===== src/design/phh_pkg.sv =====
// ----------------------------------------------------------------------------
// phh_pkg
// Types and constants shared by the pulse-height histogram modules.
// ----------------------------------------------------------------------------
package phh_pkg;

  localparam int SAMPLE_W  = 10;
  localparam int BIN_IDX_W = 8;
  localparam int COUNT_W   = 32;
  localparam int TAKEN_W   = 16;
  // widest bin address over the parameter range
  localparam int ADDR_W    = 12;

  localparam logic [TAKEN_W-1:0] LIMIT_RESET = 16'd4;
  localparam logic [COUNT_W-1:0] COUNT_MAX   = 32'hFFFF_FFFF;

  localparam logic ACTION_SAMPLE = 1'b0;
  localparam logic ACTION_READ   = 1'b1;

  typedef struct packed {
    logic                 action;
    logic [SAMPLE_W-1:0]  sample_value;
    logic [BIN_IDX_W-1:0] bin_index;
  } in_item_t;

  typedef struct packed {
    logic [COUNT_W-1:0] bin_count;
    logic [TAKEN_W-1:0] samples_taken;
    logic               measurement_done;
    logic               sample_accepted;
  } out_item_t;

  typedef enum logic [1:0] {
    OP_INC,
    OP_READ,
    OP_ZERO
  } op_kind_e;

  typedef struct packed {
    op_kind_e           kind;
    logic [ADDR_W-1:0]  addr;
    logic [TAKEN_W-1:0] samples_taken;
    logic               done;
    logic               accepted;
  } op_t;

  typedef enum logic [1:0] {
    B_CLEAR,
    B_IDLE,
    B_WB
  } back_state_e;

endpackage


===== src/design/phh_queue.sv =====
// ----------------------------------------------------------------------------
// phh_queue
// Two-entry queue of memory operations between front and back end.
// ----------------------------------------------------------------------------
module phh_queue (
  input  logic         clk_i,
  input  logic         rst_ni,
  input  logic         push_i,
  input  phh_pkg::op_t data_i,
  input  logic         pop_i,
  output phh_pkg::op_t data_o,
  output logic         full_o,
  output logic         empty_o
);
  import phh_pkg::*;

  op_t        entry_q [2];
  logic       wr_ptr_q, wr_ptr_d;
  logic       rd_ptr_q, rd_ptr_d;
  logic [1:0] fill_q, fill_d;

  assign full_o  = fill_q == 2'd2;
  assign empty_o = fill_q == 2'd0;
  assign data_o  = entry_q[rd_ptr_q];

  always_comb begin
    wr_ptr_d = push_i ? !wr_ptr_q : wr_ptr_q;
    rd_ptr_d = pop_i ? !rd_ptr_q : rd_ptr_q;
    fill_d   = fill_q;
    if (push_i && !pop_i) begin
      fill_d = fill_q + 2'd1;
    end else if (pop_i && !push_i) begin
      fill_d = fill_q - 2'd1;
    end
  end

  always_ff @(posedge clk_i or negedge rst_ni) begin
    if (!rst_ni) begin
      wr_ptr_q <= 1'b0;
      rd_ptr_q <= 1'b0;
      fill_q   <= '0;
    end else begin
      wr_ptr_q <= wr_ptr_d;
      rd_ptr_q <= rd_ptr_d;
      fill_q   <= fill_d;
    end
  end

  always_ff @(posedge clk_i) begin
    if (push_i) begin
      entry_q[wr_ptr_q] <= data_i;
    end
  end

endmodule


===== config.mk =====
export PLATFORM = sky130hd
export DESIGN_NAME = phh_queue
export DESIGN_NICKNAME = d
export VERILOG_FILES = /design/src/design/phh_pkg.sv /design/src/design/phh_queue.sv
export SDC_FILE = /design/constraint.sdc
export NUM_CORES = 1
export LEC_CHECK = 0
export BUFFER_PORTS_ARGS = -buffer_cell sky130_fd_sc_hd__buf_2
export CORE_ASPECT_RATIO = 0.7
export CORE_MARGIN = 2
export CORE_UTILIZATION = 47
export DETAILED_ROUTE_END_ITERATION = 6
export PLACE_DENSITY = 0.75
export SYNTH_ARGS = -nofsm -noshare
export SYNTH_HDL_FRONTEND = slang
export SYNTH_SLANG_ARGS = --single-unit

===== constraint.sdc =====
create_clock -name clk_i -period 2.3 [get_ports clk_i]
set_input_delay 0.115 -clock clk_i [delete_from_list [all_inputs] [get_ports clk_i]]
set_output_delay 0.115 -clock clk_i [all_outputs]
set_load 0.01 [all_outputs]

==> results by group <==
STA
  • Fin crit share: about 77%
  • Count of pins over their slew limit: 0
  • Final Critical Period: approximately 1.8 ns
  • Relative slew slack: roughly 70%
  • Final Hold Fails: 0
  • Fmax achieved: 563 MHz
  • Sum Neg Setup Slack: 0 ns
  • RSZ-0062 raised after global routing: false
  • Endpoints failing setup: 0
  • Clk_skew: 0.00516 ns
  • Worst-Margin Slew: 0.435 ns

Detailed routing
  • Detailed Route Iter0 Violations: 95
  • Total Wirelength: 4.56 mm
  • Routed Antenna Nets: 0
  • Via-per-instance ratio: around 4.6
  • Wire per inst: approximately 15 um
  • DRC: 0
  • Routed vias: around 1400
  • Drt first pass iters: 4

CTS
  • CTS Sinks: 68
  • Clock tree buffer depth: 2
  • CTS Buf Count: 9
  • CTS tree: done
  • Post-CTS setup buffer count: 0
  • Clock Latency Late Sink: 0.32 ns
  • Clk slew on worst S/H paths: 0.06 ns
  • Post-cts sizing count: 0
  • Hold_buf cts: 34
  • CTS root buffer: clkbuf_8
  • H-tree depth: 3

GRT
  • GRT Residual Overflow: 0
  • Vias in the first global route: 1523
  • Antenna violations before repair: 0
  • Pin count of the biggest net entering global routing: 33
  • All-Layer GR Usage: 15.8%
  • First-pass GRT wire length: 7.04 mm

Logic synthesis
  • Distinct cells, synth: 13
  • Multiplexer area fraction after synthesis: 17.7%
  • Post-Synthesis Cells: 116
  • Main combinational cell family by area after synthesis: multiplexers
  • Post-synthesis compound-gate area fraction: 0%
  • #FFs+latches synth: 68
  • Syn_area_per_cell: 22.8 um2
  • Seq/Total Area, Yosys: about three quarters
  • Yosys warning total: 0
  • Synth Area in Adders: 0.472%
  • Synth Net Count: 153
  • Synth Cell Area: approximately 2600 um2
  • Post-Synth XOR/XNOR Area: 1.65%
  • Simple-Gate Fraction of Synth Area: 0.992%

Power and ir drop
  • Total Power: 3.80 mW
  • P_leak: between 1 and 1.5 nW
  • Power per standard cell area: 1070 nW/um2
  • Peak supply drop: 516 uV

Layout
  • Util after Layout: 66.4%
  • Commonest cells after routing, fill and taps aside: buf_2 (69), edfxtp_1 (64), dlygate4sd3_1 (34)
  • Commonest non-fill, non-tap cell in the layout: buf_2
  • Ant diodes: 0
  • Nets: roughly 270
  • Layout area overhead: 33.8%
  • Fillers: 387
  • Layout cells sized above 1: 50.2%
  • Area of the multi-input gates: about 560 um2
  • Seq. cell area: 2020 um2

Die
  • Rows: 22
  • IO Count: 70
  • Die Width: between 90 and 100 um
  • Die Span Y: 66.8 um
  • Core area: 5340 um2
  • Starting Density: 49.6%
  • Die area: 6260 um2

Worst hold path
  • Worst hold path type: in -> reg
  • Hold Path Depth: 2

Job
  • Max-cap viol count: 0

Placement
  • Port buffer count: 69
  • GP Congestion: 0.657
  • DP Wirelength: 2.97 mm

Critical path
  • WP data required: 2.18 ns
  • Cells on worst reg2reg path: 2
  • Crit path kind: reg -> out
  • Worst Path Max Fanout: 13
  • Arrival time worst endpoint: 1.66 ns
  • Critical path capture point type: primary output
  • CP Launch Type: flop

Run status
  • Status: complete, no violations
## metal layers
metal	GRT usage, %	part of all wire (%)	vias up
met5	0	0	-
met4	4.35	0.42	0
met3	7.24	8.2	3
met2	27.9	52	58
met1	17.4	40	677
li1	-	-	675
## cells in the mapped netlist
cell type / n / area share [%]
nor2b_1: 2 / 0.47
and2_1: 1 / 0.24
ha_1: 1 / 0.47
nor2_1: 2 / 0.28
edfxtp_1: 64 / 73
mux2_4: 29 / 16
mux2_2: 3 / 1.3
xor2_1: 4 / 1.3
xnor2_1: 1 / 0.33
buf_6: 1 / 0.43
inv_1: 1 / 0.14
dfrtp_1: 4 / 3.8
buf_12: 3 / 2.3
## cells by family (layout without fill, tap and decap cells)
logic type	after synthesis	count (layout)
XOR/XNOR	5	5
adder cells (fa/ha/maj)	1	1
buffers and inverters	5	124
flip-flops	68	68
multiplexers	32	32
AND/OR/NAND/NOR	5	5
## layout make-up
cell class / instances / share of cell area (%)
clock buffer: 13 / 3.92
clock inverter: 3 / 0.388
inverter: 1 / 0.106
multi-input combinational: 43 / 15.8
sequential: 68 / 57.1
tap: 72 / 2.54
timing repair buffer: 107 / 20.2
## critical path, cell delays in order, from the launching register on
cell	delay [ns]
dfrtp_2	0.52
buf_4	0.31
mux2_2	0.37
buf_2	0.14
## worst paths after layout
| check | startpoint | end | slack [ns] |
|---|---|---|---|
| worst min-delay path | push_i | wr_ptr_q$_DFFE_PN0P_ | 0.03 |
| worst max register to register | wr_ptr_q$_DFFE_PN0P_ | entry_q[1][10]$_DFFE_PP_ | 1.00 |
| worst max-delay path | rd_ptr_q$_DFFE_PN0P_ | data_o[23] | 0.53 |
| max in group asynchronous | rst_ni | rd_ptr_q$_DFFE_PN0P_ | 2.01 |
| min in group asynchronous | rst_ni | rd_ptr_q$_DFFE_PN0P_ | 0.16 |
| worst min register to register | fill_q[1]$_DFFE_PN0P_ | fill_q[1]$_DFFE_PN0P_ | 0.49 |
## flip-flops by register name (all words and copies together), names as in the netlist
name and count:
fill_q 2, wr_ptr_q 1, entry_q 64, rd_ptr_q 1
## metrics by stage
stage | worst slack, ns | instances | hold WS, ns | area, um2
floorplan | 0.0334 | 116 | -0.181 | 2650
global placement | 0.899 | 257 | -0.0735 | 3050
detailed placement | 0.855 | 257 | -0.0711 | 3050
CTS | 0.496 | 307 | 0.0116 | 3540
global route | 0.440 | 307 | 0.0235 | 3540
finish | 0.525 | 307 | 0.0328 | 3540
## where the power goes
part           switching (mW)  leakage [nW]  internal (mW)
clock network           0.368        0.0788          0.385
registers               0.121         0.646           1.65
logic                   0.587         0.735          0.681
No activity file was read; power rests on OpenSTA's default activity.
