===== src/design/phh_pkg.sv =====
// ----------------------------------------------------------------------------
// phh_pkg
// Types and constants shared by the pulse-height histogram modules.
// ----------------------------------------------------------------------------
package phh_pkg;

  localparam int SAMPLE_W  = 10;
  localparam int BIN_IDX_W = 8;
  localparam int COUNT_W   = 32;
  localparam int TAKEN_W   = 16;
  // widest bin address over the parameter range
  localparam int ADDR_W    = 12;

  localparam logic [TAKEN_W-1:0] LIMIT_RESET = 16'd4;
  localparam logic [COUNT_W-1:0] COUNT_MAX   = 32'hFFFF_FFFF;

  localparam logic ACTION_SAMPLE = 1'b0;
  localparam logic ACTION_READ   = 1'b1;

  typedef struct packed {
    logic                 action;
    logic [SAMPLE_W-1:0]  sample_value;
    logic [BIN_IDX_W-1:0] bin_index;
  } in_item_t;

  typedef struct packed {
    logic [COUNT_W-1:0] bin_count;
    logic [TAKEN_W-1:0] samples_taken;
    logic               measurement_done;
    logic               sample_accepted;
  } out_item_t;

  typedef enum logic [1:0] {
    OP_INC,
    OP_READ,
    OP_ZERO
  } op_kind_e;

  typedef struct packed {
    op_kind_e           kind;
    logic [ADDR_W-1:0]  addr;
    logic [TAKEN_W-1:0] samples_taken;
    logic               done;
    logic               accepted;
  } op_t;

  typedef enum logic [1:0] {
    B_CLEAR,
    B_IDLE,
    B_WB
  } back_state_e;

endpackage


===== src/design/phh_front.sv =====
// ----------------------------------------------------------------------------
// phh_front
// Takes items, holds the limit register and sample counter, works out the
// bin and turns each item into a memory operation for the back end.
// ----------------------------------------------------------------------------
module phh_front #(
  parameter int BIN_COUNT   = 256,
  parameter int SAMPLE_BITS = 10
) (
  input  logic              clk_i,
  input  logic              rst_ni,
  input  logic              in_valid,
  output logic              in_stall,
  input  phh_pkg::in_item_t in_data_i,
  input  logic              cfg_valid,
  output logic              cfg_ready,
  input  logic [15:0]       cfg_data_i,
  input  logic              q_full_i,
  input  logic              clearing_i,
  output logic              push_o,
  output phh_pkg::op_t      op_o
);
  import phh_pkg::*;

  localparam int VW = (SAMPLE_BITS < SAMPLE_W) ? SAMPLE_BITS : SAMPLE_W;
  localparam int CW = $clog2(BIN_COUNT + 1);
  localparam int PW = VW + CW;
  localparam int BW = $clog2(BIN_COUNT);

  logic [TAKEN_W-1:0] limit_q, limit_d;
  logic [TAKEN_W-1:0] cnt_q, cnt_d;
  logic [TAKEN_W-1:0] cnt_next;
  logic [PW-1:0]      prod;
  logic [PW-1:0]      shifted;
  logic [BW-1:0]      bin;
  logic               accept;
  logic               is_sample;
  logic               take;
  logic               in_range;

  assign in_stall  = q_full_i || clearing_i;
  assign accept    = in_valid && !in_stall;
  assign cfg_ready = 1'b1;

  // bin = (value * BIN_COUNT) >> SAMPLE_BITS
  assign prod     = PW'(in_data_i.sample_value[VW-1:0]) * PW'(BIN_COUNT);
  assign shifted  = prod >> SAMPLE_BITS;
  assign bin      = shifted[BW-1:0];
  assign in_range = 32'(in_data_i.bin_index) < BIN_COUNT;

  always_comb begin
    is_sample = in_data_i.action == ACTION_SAMPLE;
    take      = cnt_q < limit_q;
    cnt_next  = cnt_q + 16'd1;

    op_o.kind          = OP_ZERO;
    op_o.addr          = ADDR_W'(in_data_i.bin_index);
    op_o.samples_taken = cnt_q;
    op_o.done          = cnt_q >= limit_q;
    op_o.accepted      = 1'b0;
    if (is_sample) begin
      if (take) begin
        op_o.kind          = OP_INC;
        op_o.addr          = ADDR_W'(bin);
        op_o.samples_taken = cnt_next;
        op_o.done          = cnt_next >= limit_q;
        op_o.accepted      = 1'b1;
      end
    end else if (in_range) begin
      op_o.kind = OP_READ;
    end

    push_o  = accept;
    cnt_d   = (accept && is_sample && take) ? cnt_next : cnt_q;
    limit_d = cfg_valid ? cfg_data_i : limit_q;
  end

  always_ff @(posedge clk_i or negedge rst_ni) begin
    if (!rst_ni) begin
      limit_q <= LIMIT_RESET;
      cnt_q   <= '0;
    end else begin
      limit_q <= limit_d;
      cnt_q   <= cnt_d;
    end
  end

endmodule


===== config.mk =====
export PLATFORM = sky130hd
export DESIGN_NAME = phh_front
export DESIGN_NICKNAME = d
export VERILOG_FILES = /design/src/design/phh_pkg.sv /design/src/design/phh_front.sv
export SDC_FILE = /design/constraint.sdc
export NUM_CORES = 1
export LEC_CHECK = 0
export BUFFER_PORTS_ARGS = -buffer_cell sky130_fd_sc_hd__clkbuf_2
export CORE_ASPECT_RATIO = 1.2
export CORE_MARGIN = 1.5
export CORE_UTILIZATION = 26
export CTS_BUF_LIST = sky130_fd_sc_hd__clkbuf_2 sky130_fd_sc_hd__clkbuf_4 sky130_fd_sc_hd__clkbuf_8
export DETAILED_ROUTE_END_ITERATION = 10
export HOLD_SLACK_MARGIN = 0.05
export PLACE_DENSITY = 0.54
export SETUP_SLACK_MARGIN = 0.1
export SYNTH_ARGS = -nofsm -noshare
export SYNTH_HDL_FRONTEND = slang
export SYNTH_SLANG_ARGS = --single-unit

===== constraint.sdc =====
create_clock -name clk_i -period 2.95 [get_ports clk_i]
set_input_delay 0.59 -clock clk_i [delete_from_list [all_inputs] [get_ports clk_i]]
set_output_delay 0.59 -clock clk_i [all_outputs]
set_load 0.02 [all_outputs]

==> results by group, run 1 <==
Status
  • Status: finished with violations
  • Failing checks: setup timing

Route
  • Vias: 2402
  • Routed length per placed instance: 13.71 um
  • Drt total wl: 7459 um
  • DRC: 0
  • 1st-iter DRT viols: 58
  • TritonRoute pass-1 iters: 4
  • Final ANT Viol Nets: 0
  • DR vias/cell: 4.415

Final layout
  • Commonest non-fill, non-tap cell in the layout: buf_4
  • Area grow syn2layout: 56.77%
  • Core Util, Final: 41.80%
  • Final nets: 491
  • Filler cell count: 969
  • Sequential cell area: 803.3 um2
  • Most frequent cells in the layout: 63 x buf_4, 46 x clkbuf_2, 42 x nand2_1, 30 x dfrtp_1
  • Multi-input logic area: 1982 um2
  • Fin area: 4184 um2
  • Fraction of layout cells with a size suffix above 1: 49.04%
  • # diodes: 0

Logic synthesis
  • Seq/Total Area, Yosys: 30.05%
  • Mapped Avg Cell Area: 9.171 um2
  • Top cell type's share of synthesized area: 29.07%
  • Distinct cells, synth: 42
  • Synth Cell Area: 2669 um2
  • #FFs+latches synth: 32
  • Cells after Synth: 291
  • Top cells by area, synth: dfrtp_1 29%, ha_1 15%, xnor2_1 11%
  • Yosys Warn Count: 0
  • Cell taking the most area after synthesis: dfrtp_1

Worst setup path
  • Setup CP Type: reg2out
  • Critical path startpoint category: register
  • Critical path endpoint category: output port
  • Worst EP arrival: 2.83 ns
  • Critical path required time: 2.36 ns
  • Critical Path Fanout Max: 4

STA
  • Minimum period implied by the final worst setup slack: 3.425 ns
  • Setup TNS: -5.930 ns
  • Setup WS post-layout: -0.4746 ns
  • Endpoints failing setup: 26
  • Slew @ Worst Pin: 0.8401 ns
  • Fin. Hold Viols: 0
  • Max Clock Skew: 0.005350 ns
  • Final Slew Violations: 0
  • Fmax: 292.0 MHz
  • RSZ-0062 raised after global routing: true
  • Relative slew slack: 43.99%
  • Tcrit/Tclk final: 116.1%

CTS
  • Clk_lat worst skew: 0.28 ns
  • CTS tree: done
  • Hold buffers post-CTS: 0
  • Clk sink count: 32
  • CTS H-tree depth: 2
  • Root Driver: clkbuf_8
  • Clock transition at path regs: 0.07 ns
  • TritonCTS buffer count: 5
  • Clock buffer depth: 2

GRT
  • Antenna violations before repair: 0
  • All-layer global routing usage: 14.32%
  • Global-route wire length before repair: 12020 um
  • Vias in the first global route: 2448
  • GRT Residual Overflow: 0
  • Largest net degree at the start of global routing: 33

Place
  • # port buffers: 68
  • Post-DP Area: 3460 um2
  • Hpwl dp: 5328 um
  • RePlAce Congestion: 0.8161

Floorplan
  • Row count: 40
  • IO Pins: 76
  • Die Height: 114.0 um
  • Initial core utilization: 26.66%
  • Die width: 95.49 um
  • Core box area: 10010 um2
  • Die ar.: 10880 um2

Pwr
  • VDD IR max: 173.0 uV
  • Power per cell area: 399.1 nW/um2
  • LEAKAGE: 2.095 nW

Flow run
  • Max Cap Viol: 0

Min path
  • Type of the worst min-delay path: in2async
-- area by class of cell --
type	count	area share [%]
Multi-Input combinational cell	225	47.37
Tap cell	126	3.768
Timing Repair Buffer	134	25.63
Inverter	19	1.705
Clock buffer	8	2.333
Sequential cell	32	19.20
-- power by group --
group	internal [mW]	switching (mW)	leakage (nW)
logic	0.388	0.390	1.64
registers	0.485	0.0269	0.407
clock network	0.209	0.170	0.0523
total	1.08	0.588	2.10
-- worst max-delay path: stages, from the launching register on --
cell       delay (ns)
dfrtp_1          0.38
ha_2             0.19
and2_4           0.15
and4_4           0.24
and3_4           0.20
xor2_2           0.15
ha_1             0.24
and2_1           0.14
a221o_1          0.30
nand2_1          0.08
o2111ai_2        0.12
a21o_1           0.23
buf_6            0.13
-- path summary, 6_finish.rpt --
| kind | from | to | slack (ns) | depth (start not counted) |
|---|---|---|---|---|
| worst max-delay path | cnt_q[1] | op_o[1] | -0.47 | 12 |
| worst min-delay path | rst_ni | limit_q[1] | 0.40 | 1 |
| worst max register to register | cnt_q[1] | cnt_q[15] | 0.24 | 15 |
| worst min register to register | limit_q[2] | limit_q[2] | 0.56 | 2 |
| max in group asynchronous | rst_ni | cnt_q[10] | 1.97 | 1 |
| min in group clk_i | cfg_data_i[4] | limit_q[4] | 0.51 | 3 |
-- cells by family after synthesis --
group	synth area share (%)
mux	5.485
flops	30.05
compound gates	10.64
xor+xnor	14.44
fa+ha+maj	15.47
simple gates	17.07
buf+inv	6.564
other cells	0.2814
-- cells in the mapped netlist (all sizes together) --
master	number
a21boi	2
nor2	7
buf	11
a211oi	2
a211o	1
nor4	4
dfrtp	31
clkbuf	7
and2	3
nand2	46
mux2	11
conb	2
nand2b	1
nor2b	2
nand4	6
a2111o	1
o211ai	2
and3	5
a21o	3
a21oi	11
nand3	7
o2111ai	2
dfstp	1
and4	3
o21a	1
nor3	3
xnor2	32
xor2	12
o21ai	19
a221o	1
ha	33
inv	19
-- flip-flops by register name (all words and copies together), names as in the netlist --
register  flops
cnt_q        16
limit_q      16
-- per-layer routing --
layer  vias up  track usage, %  part of all wire, %
met5         -               0                    0
met2        58           25.63                   52
met3         4           2.333                  3.9
met4         0           3.235                 0.71
li1       1229               -                    -
met1      1111           17.73                   43
-- per-stage QoR --
| step | cells | setup slack, ns | power [mW] | hold slack (ns) |
|---|---|---|---|---|
| after CTS | 537 | -0.5064 | 1.687 | 0.4320 |
| after global routing | 544 | -0.6054 | 1.779 | 0.4844 |
| after floorplan | 294 | -0.01992 | 0.9331 | 0.2944 |
| after detailed placement | 512 | -0.3277 | 1.180 | 0.5548 |
| final | 544 | -0.4746 | 1.670 | 0.3955 |
| after global placement | 512 | -0.3040 | 1.162 | 0.5310 |
-- what timing repair did --
action	in CTS	in global routing
cloned	3	0
pin swaps	16	10
setup buffers	14	7
setup endpoints to repair	27	28
resized for setup	77	19
(Power assumes the default switching activity.)
==> run 2: changes to the inputs <==
- BUFFER_PORTS_ARGS: -buffer_cell sky130_fd_sc_hd__clkbuf_2 -> -buffer_cell sky130_fd_sc_hd__buf_2
- RECOVER_POWER: unset -> 25
==> run 2 against run 1 <==
Compared with the run above:
- the flow finishes with violations (capacitance limit, slew limit, setup timing)
- sequential share of layout area decreased by 0.58 points
- via count up 4.0%
- maximum frequency rose by 0.68%
- die area stayed put
- total power is 5.0% higher
- flip-flop and latch count is the same
- hold slack better by 0.11 ns
- wire length up 3.9%
- critical path type unchanged
- largest power group unchanged
==> results by group, run 2 (synthesis gave the netlist of run 1 again) <==
Worst setup path
  • Critical Path Fanout Max: 4 (unchanged)
  • Critical path endpoint category: output port (unchanged)
  • Critical path startpoint category: register (unchanged)
  • Slowest stage cell, crit path: dfrtp_1 (unchanged)
  • Crit-path cells: ha_2, and2_4, and4_4, and3_4, and3_4, xor2_1, ha_1, and4_4, nand4_1, o2111ai_2, a21o_1, buf_6 (was ha_2, and2_4, and4_4, and3_4, xor2_2, ha_1, and2_1, a221o_1, nand2_1, o2111ai_2, a21o_1, buf_6)
  • Reg-to-reg slack, setup: 0.28 ns (was 0.24 ns)
  • Worst path buffer plus inverter count: 1 (unchanged)
  • Setup CP Type: reg2out (unchanged)
  • Largest stage delay, worst path: 0.38 ns (about the same)
  • Worst EP arrival: 2.81 ns (was 2.83 ns)
  • Crit-path leading delay family: simple AND/OR/NAND/NOR gates (unchanged)
  • Critical path required time: 2.36 ns (about the same)

CTS
  • Clk sink count: 32 (unchanged)
  • Root Driver: clkbuf_8 (unchanged)
  • Hold buffers post-CTS: 0 (unchanged)
  • Clock buffer depth: 2 (unchanged)
  • CTS H-tree depth: 2 (unchanged)
  • TritonCTS buffer count: 5 (unchanged)
  • Clk_lat worst skew: 0.29 ns (was 0.28 ns)
  • Clock transition at path regs: 0.08 ns (was 0.07 ns)
  • CTS tree: done (unchanged)

Final layout
  • Final non-filler cell total: 546 (was 544)
  • # diodes: 0 (unchanged)
  • Filler cell count: 1001 (was 969)
  • Fraction of layout cells with a size suffix above 1: 55.00% (was 49.04%)
  • Area grow syn2layout: 61.70% (was 56.77%)
  • Sequential cell area: 803.3 um2 (unchanged)
  • Multi-input logic area: 2163 um2 (was 1982 um2)
  • Final nets: 493 (was 491)
  • Commonest non-fill, non-tap cell in the layout: buf_4 (unchanged)
  • Most frequent cells in the layout: 73 x buf_4, 40 x buf_2, 36 x nand2_1, 30 x dfrtp_1, 22 x ha_1 (was 63 x buf_4, 46 x clkbuf_2, 42 x nand2_1, 30 x dfrtp_1)
  • Top Registers: cnt_q (16), limit_q (16) (unchanged)

Place
  • RePlAce Congestion: 0.8110 (was 0.8161)
  • Placed Instances: 513 (was 512)
  • Dpl ws: -0.3003 ns (was -0.3277 ns)
  • Hpwl dp: 5525 um (was 5328 um)
  • # port buffers: 68 (unchanged)

Floorplan
  • Die Height: 114.0 um (unchanged)
  • Die ar.: 10880 um2 (unchanged)
  • Initial core utilization: 26.66% (unchanged)
  • IO Pins: 76 (unchanged)
  • Core box area: 10010 um2 (unchanged)
  • Row count: 40 (unchanged)
  • Die width: 95.49 um (unchanged)

GRT
  • Vias in the first global route: 2727 (was 2448)
  • All-layer global routing usage: 15.00% (was 14.32%)
  • Global-route wire length before repair: 12710 um (was 12020 um)
  • Antenna violations before repair: 0 (unchanged)
  • GRT Residual Overflow: 0 (unchanged)
  • Largest net degree at the start of global routing: 33 (unchanged)

STA
  • Endpoints failing setup: 26 (unchanged)
  • RSZ-0062 raised after global routing: true (unchanged)
  • Relative slew slack: -25.90% (was 43.99%)
  • Final Slew Violations: 33 (was 0)
  • Minimum period implied by the final worst setup slack: 3.402 ns (was 3.425 ns)
  • Max Clock Skew: 0.004559 ns (was 0.005350 ns)
  • Setup TNS: -3.954 ns (was -5.930 ns)
  • Fmax: 294.0 MHz (was 292.0 MHz)
  • Fin. Hold Viols: 0 (unchanged)
  • Setup WS post-layout: -0.4515 ns (was -0.4746 ns)
  • Tcrit/Tclk final: 115.3% (was 116.1%)
  • Slew @ Worst Pin: 1.888 ns (was 0.8401 ns)

Route
  • Final ANT Viol Nets: 0 (unchanged)
  • TritonRoute pass-1 iters: 4 (unchanged)
  • DR vias/cell: 4.575 (was 4.415)
  • Routed length per placed instance: 14.20 um (was 13.71 um)
  • Vias: 2498 (was 2402)
  • DRC: 0 (unchanged)
  • 1st-iter DRT viols: 36 (was 58)
  • Drt total wl: 7751 um (was 7459 um)

Min path
  • Type of the worst min-delay path: in2reg (was in2async)

Pwr
  • Power per cell area: 406.2 nW/um2 (was 399.1 nW/um2)
  • LEAKAGE: 2.190 nW (was 2.095 nW)
  • VDD IR max: 170.2 uV (was 173.0 uV)

Flow run
  • Max Cap Viol: 1 (was 0)

Status
  • Status: finished with violations (unchanged)
  • Failing checks: capacitance limit, slew limit, setup timing (was setup timing)
==> run 2: cell count changes in the layout (fill, tap and decap cells not counted), moves of 6 or more <==
cell,previous run,this run
nand2_1,42,36
buf_4,63,73
nand2_4,0,7
buf_2,1,40
clkbuf_8,17,6
clkbuf_2,46,0
buf_6,8,20
==> run 2: where the power goes <==
| part | internal (mW) | switching (mW) | total (mW) |
|---|---|---|---|
| sequential | 0.485 | 0.0307 | 0.515 |
| combinational | 0.443 | 0.427 | 0.871 |
| clock | 0.186 | 0.180 | 0.367 |
| total | 1.11 | 0.638 | 1.75 |
==> run 2: path summary, 6_finish.rpt <==
kind / start / end / depth (start not counted)
worst max-delay path: cnt_q[1] / op_o[1] / 12
worst min-delay path: cfg_data_i[12] / limit_q[12] / 3
worst max register to register: cnt_q[1] / cnt_q[15] / 13
worst min register to register: limit_q[2] / limit_q[2] / 2
max in group asynchronous: rst_ni / cnt_q[9] / 1
min in group asynchronous: rst_ni / cnt_q[0] / 1
==> run 2: metrics by stage <==
stage | hold slack [ns] | utilization (%) | instance area [um2] | power (mW)
floorplan | 0.2944 | - | 2754 | 0.9331
global placement | 0.5336 | 34.64 | 3467 | 1.155
detailed placement | 0.5468 | 34.64 | 3467 | 1.181
CTS | 0.4018 | 42.16 | 4220 | 1.742
global route | 0.5140 | 43.11 | 4315 | 1.866
finish | 0.5102 | 43.11 | 4315 | 1.753
==> run 2: metal layers <==
metal	vias to the layer above	share of wire, %	global-route usage (%)
met4	0	2.1	4.902
met1	1179	41	17.48
met2	65	53	27.23
met3	12	3.8	2.667
li1	1242	-	-
met5	-	0	0
==> run 2: final cells by class <==
| cell class | count | area share, % |
|---|---|---|
| inverters | 19 | 1.711 |
| well taps | 126 | 3.653 |
| flip-flops and latches | 32 | 18.61 |
| repair buffers | 136 | 23.75 |
| clock inverters | 2 | 0.2320 |
| multi-input cells | 225 | 50.13 |
| clock buffers | 6 | 1.914 |
==> run 2: tightest hold or removal path, stage by stage <==
cell,delay (ns)
buf_2,0.07
nand2_1,0.04
o21ai_0,0.06
==> run 2: what timing repair did <==
action	CTS	global route
pin swaps	33	23
cloned	1	0
resized for setup	113	14
buffers inserted	21	3
setup endpoints to repair	27	27
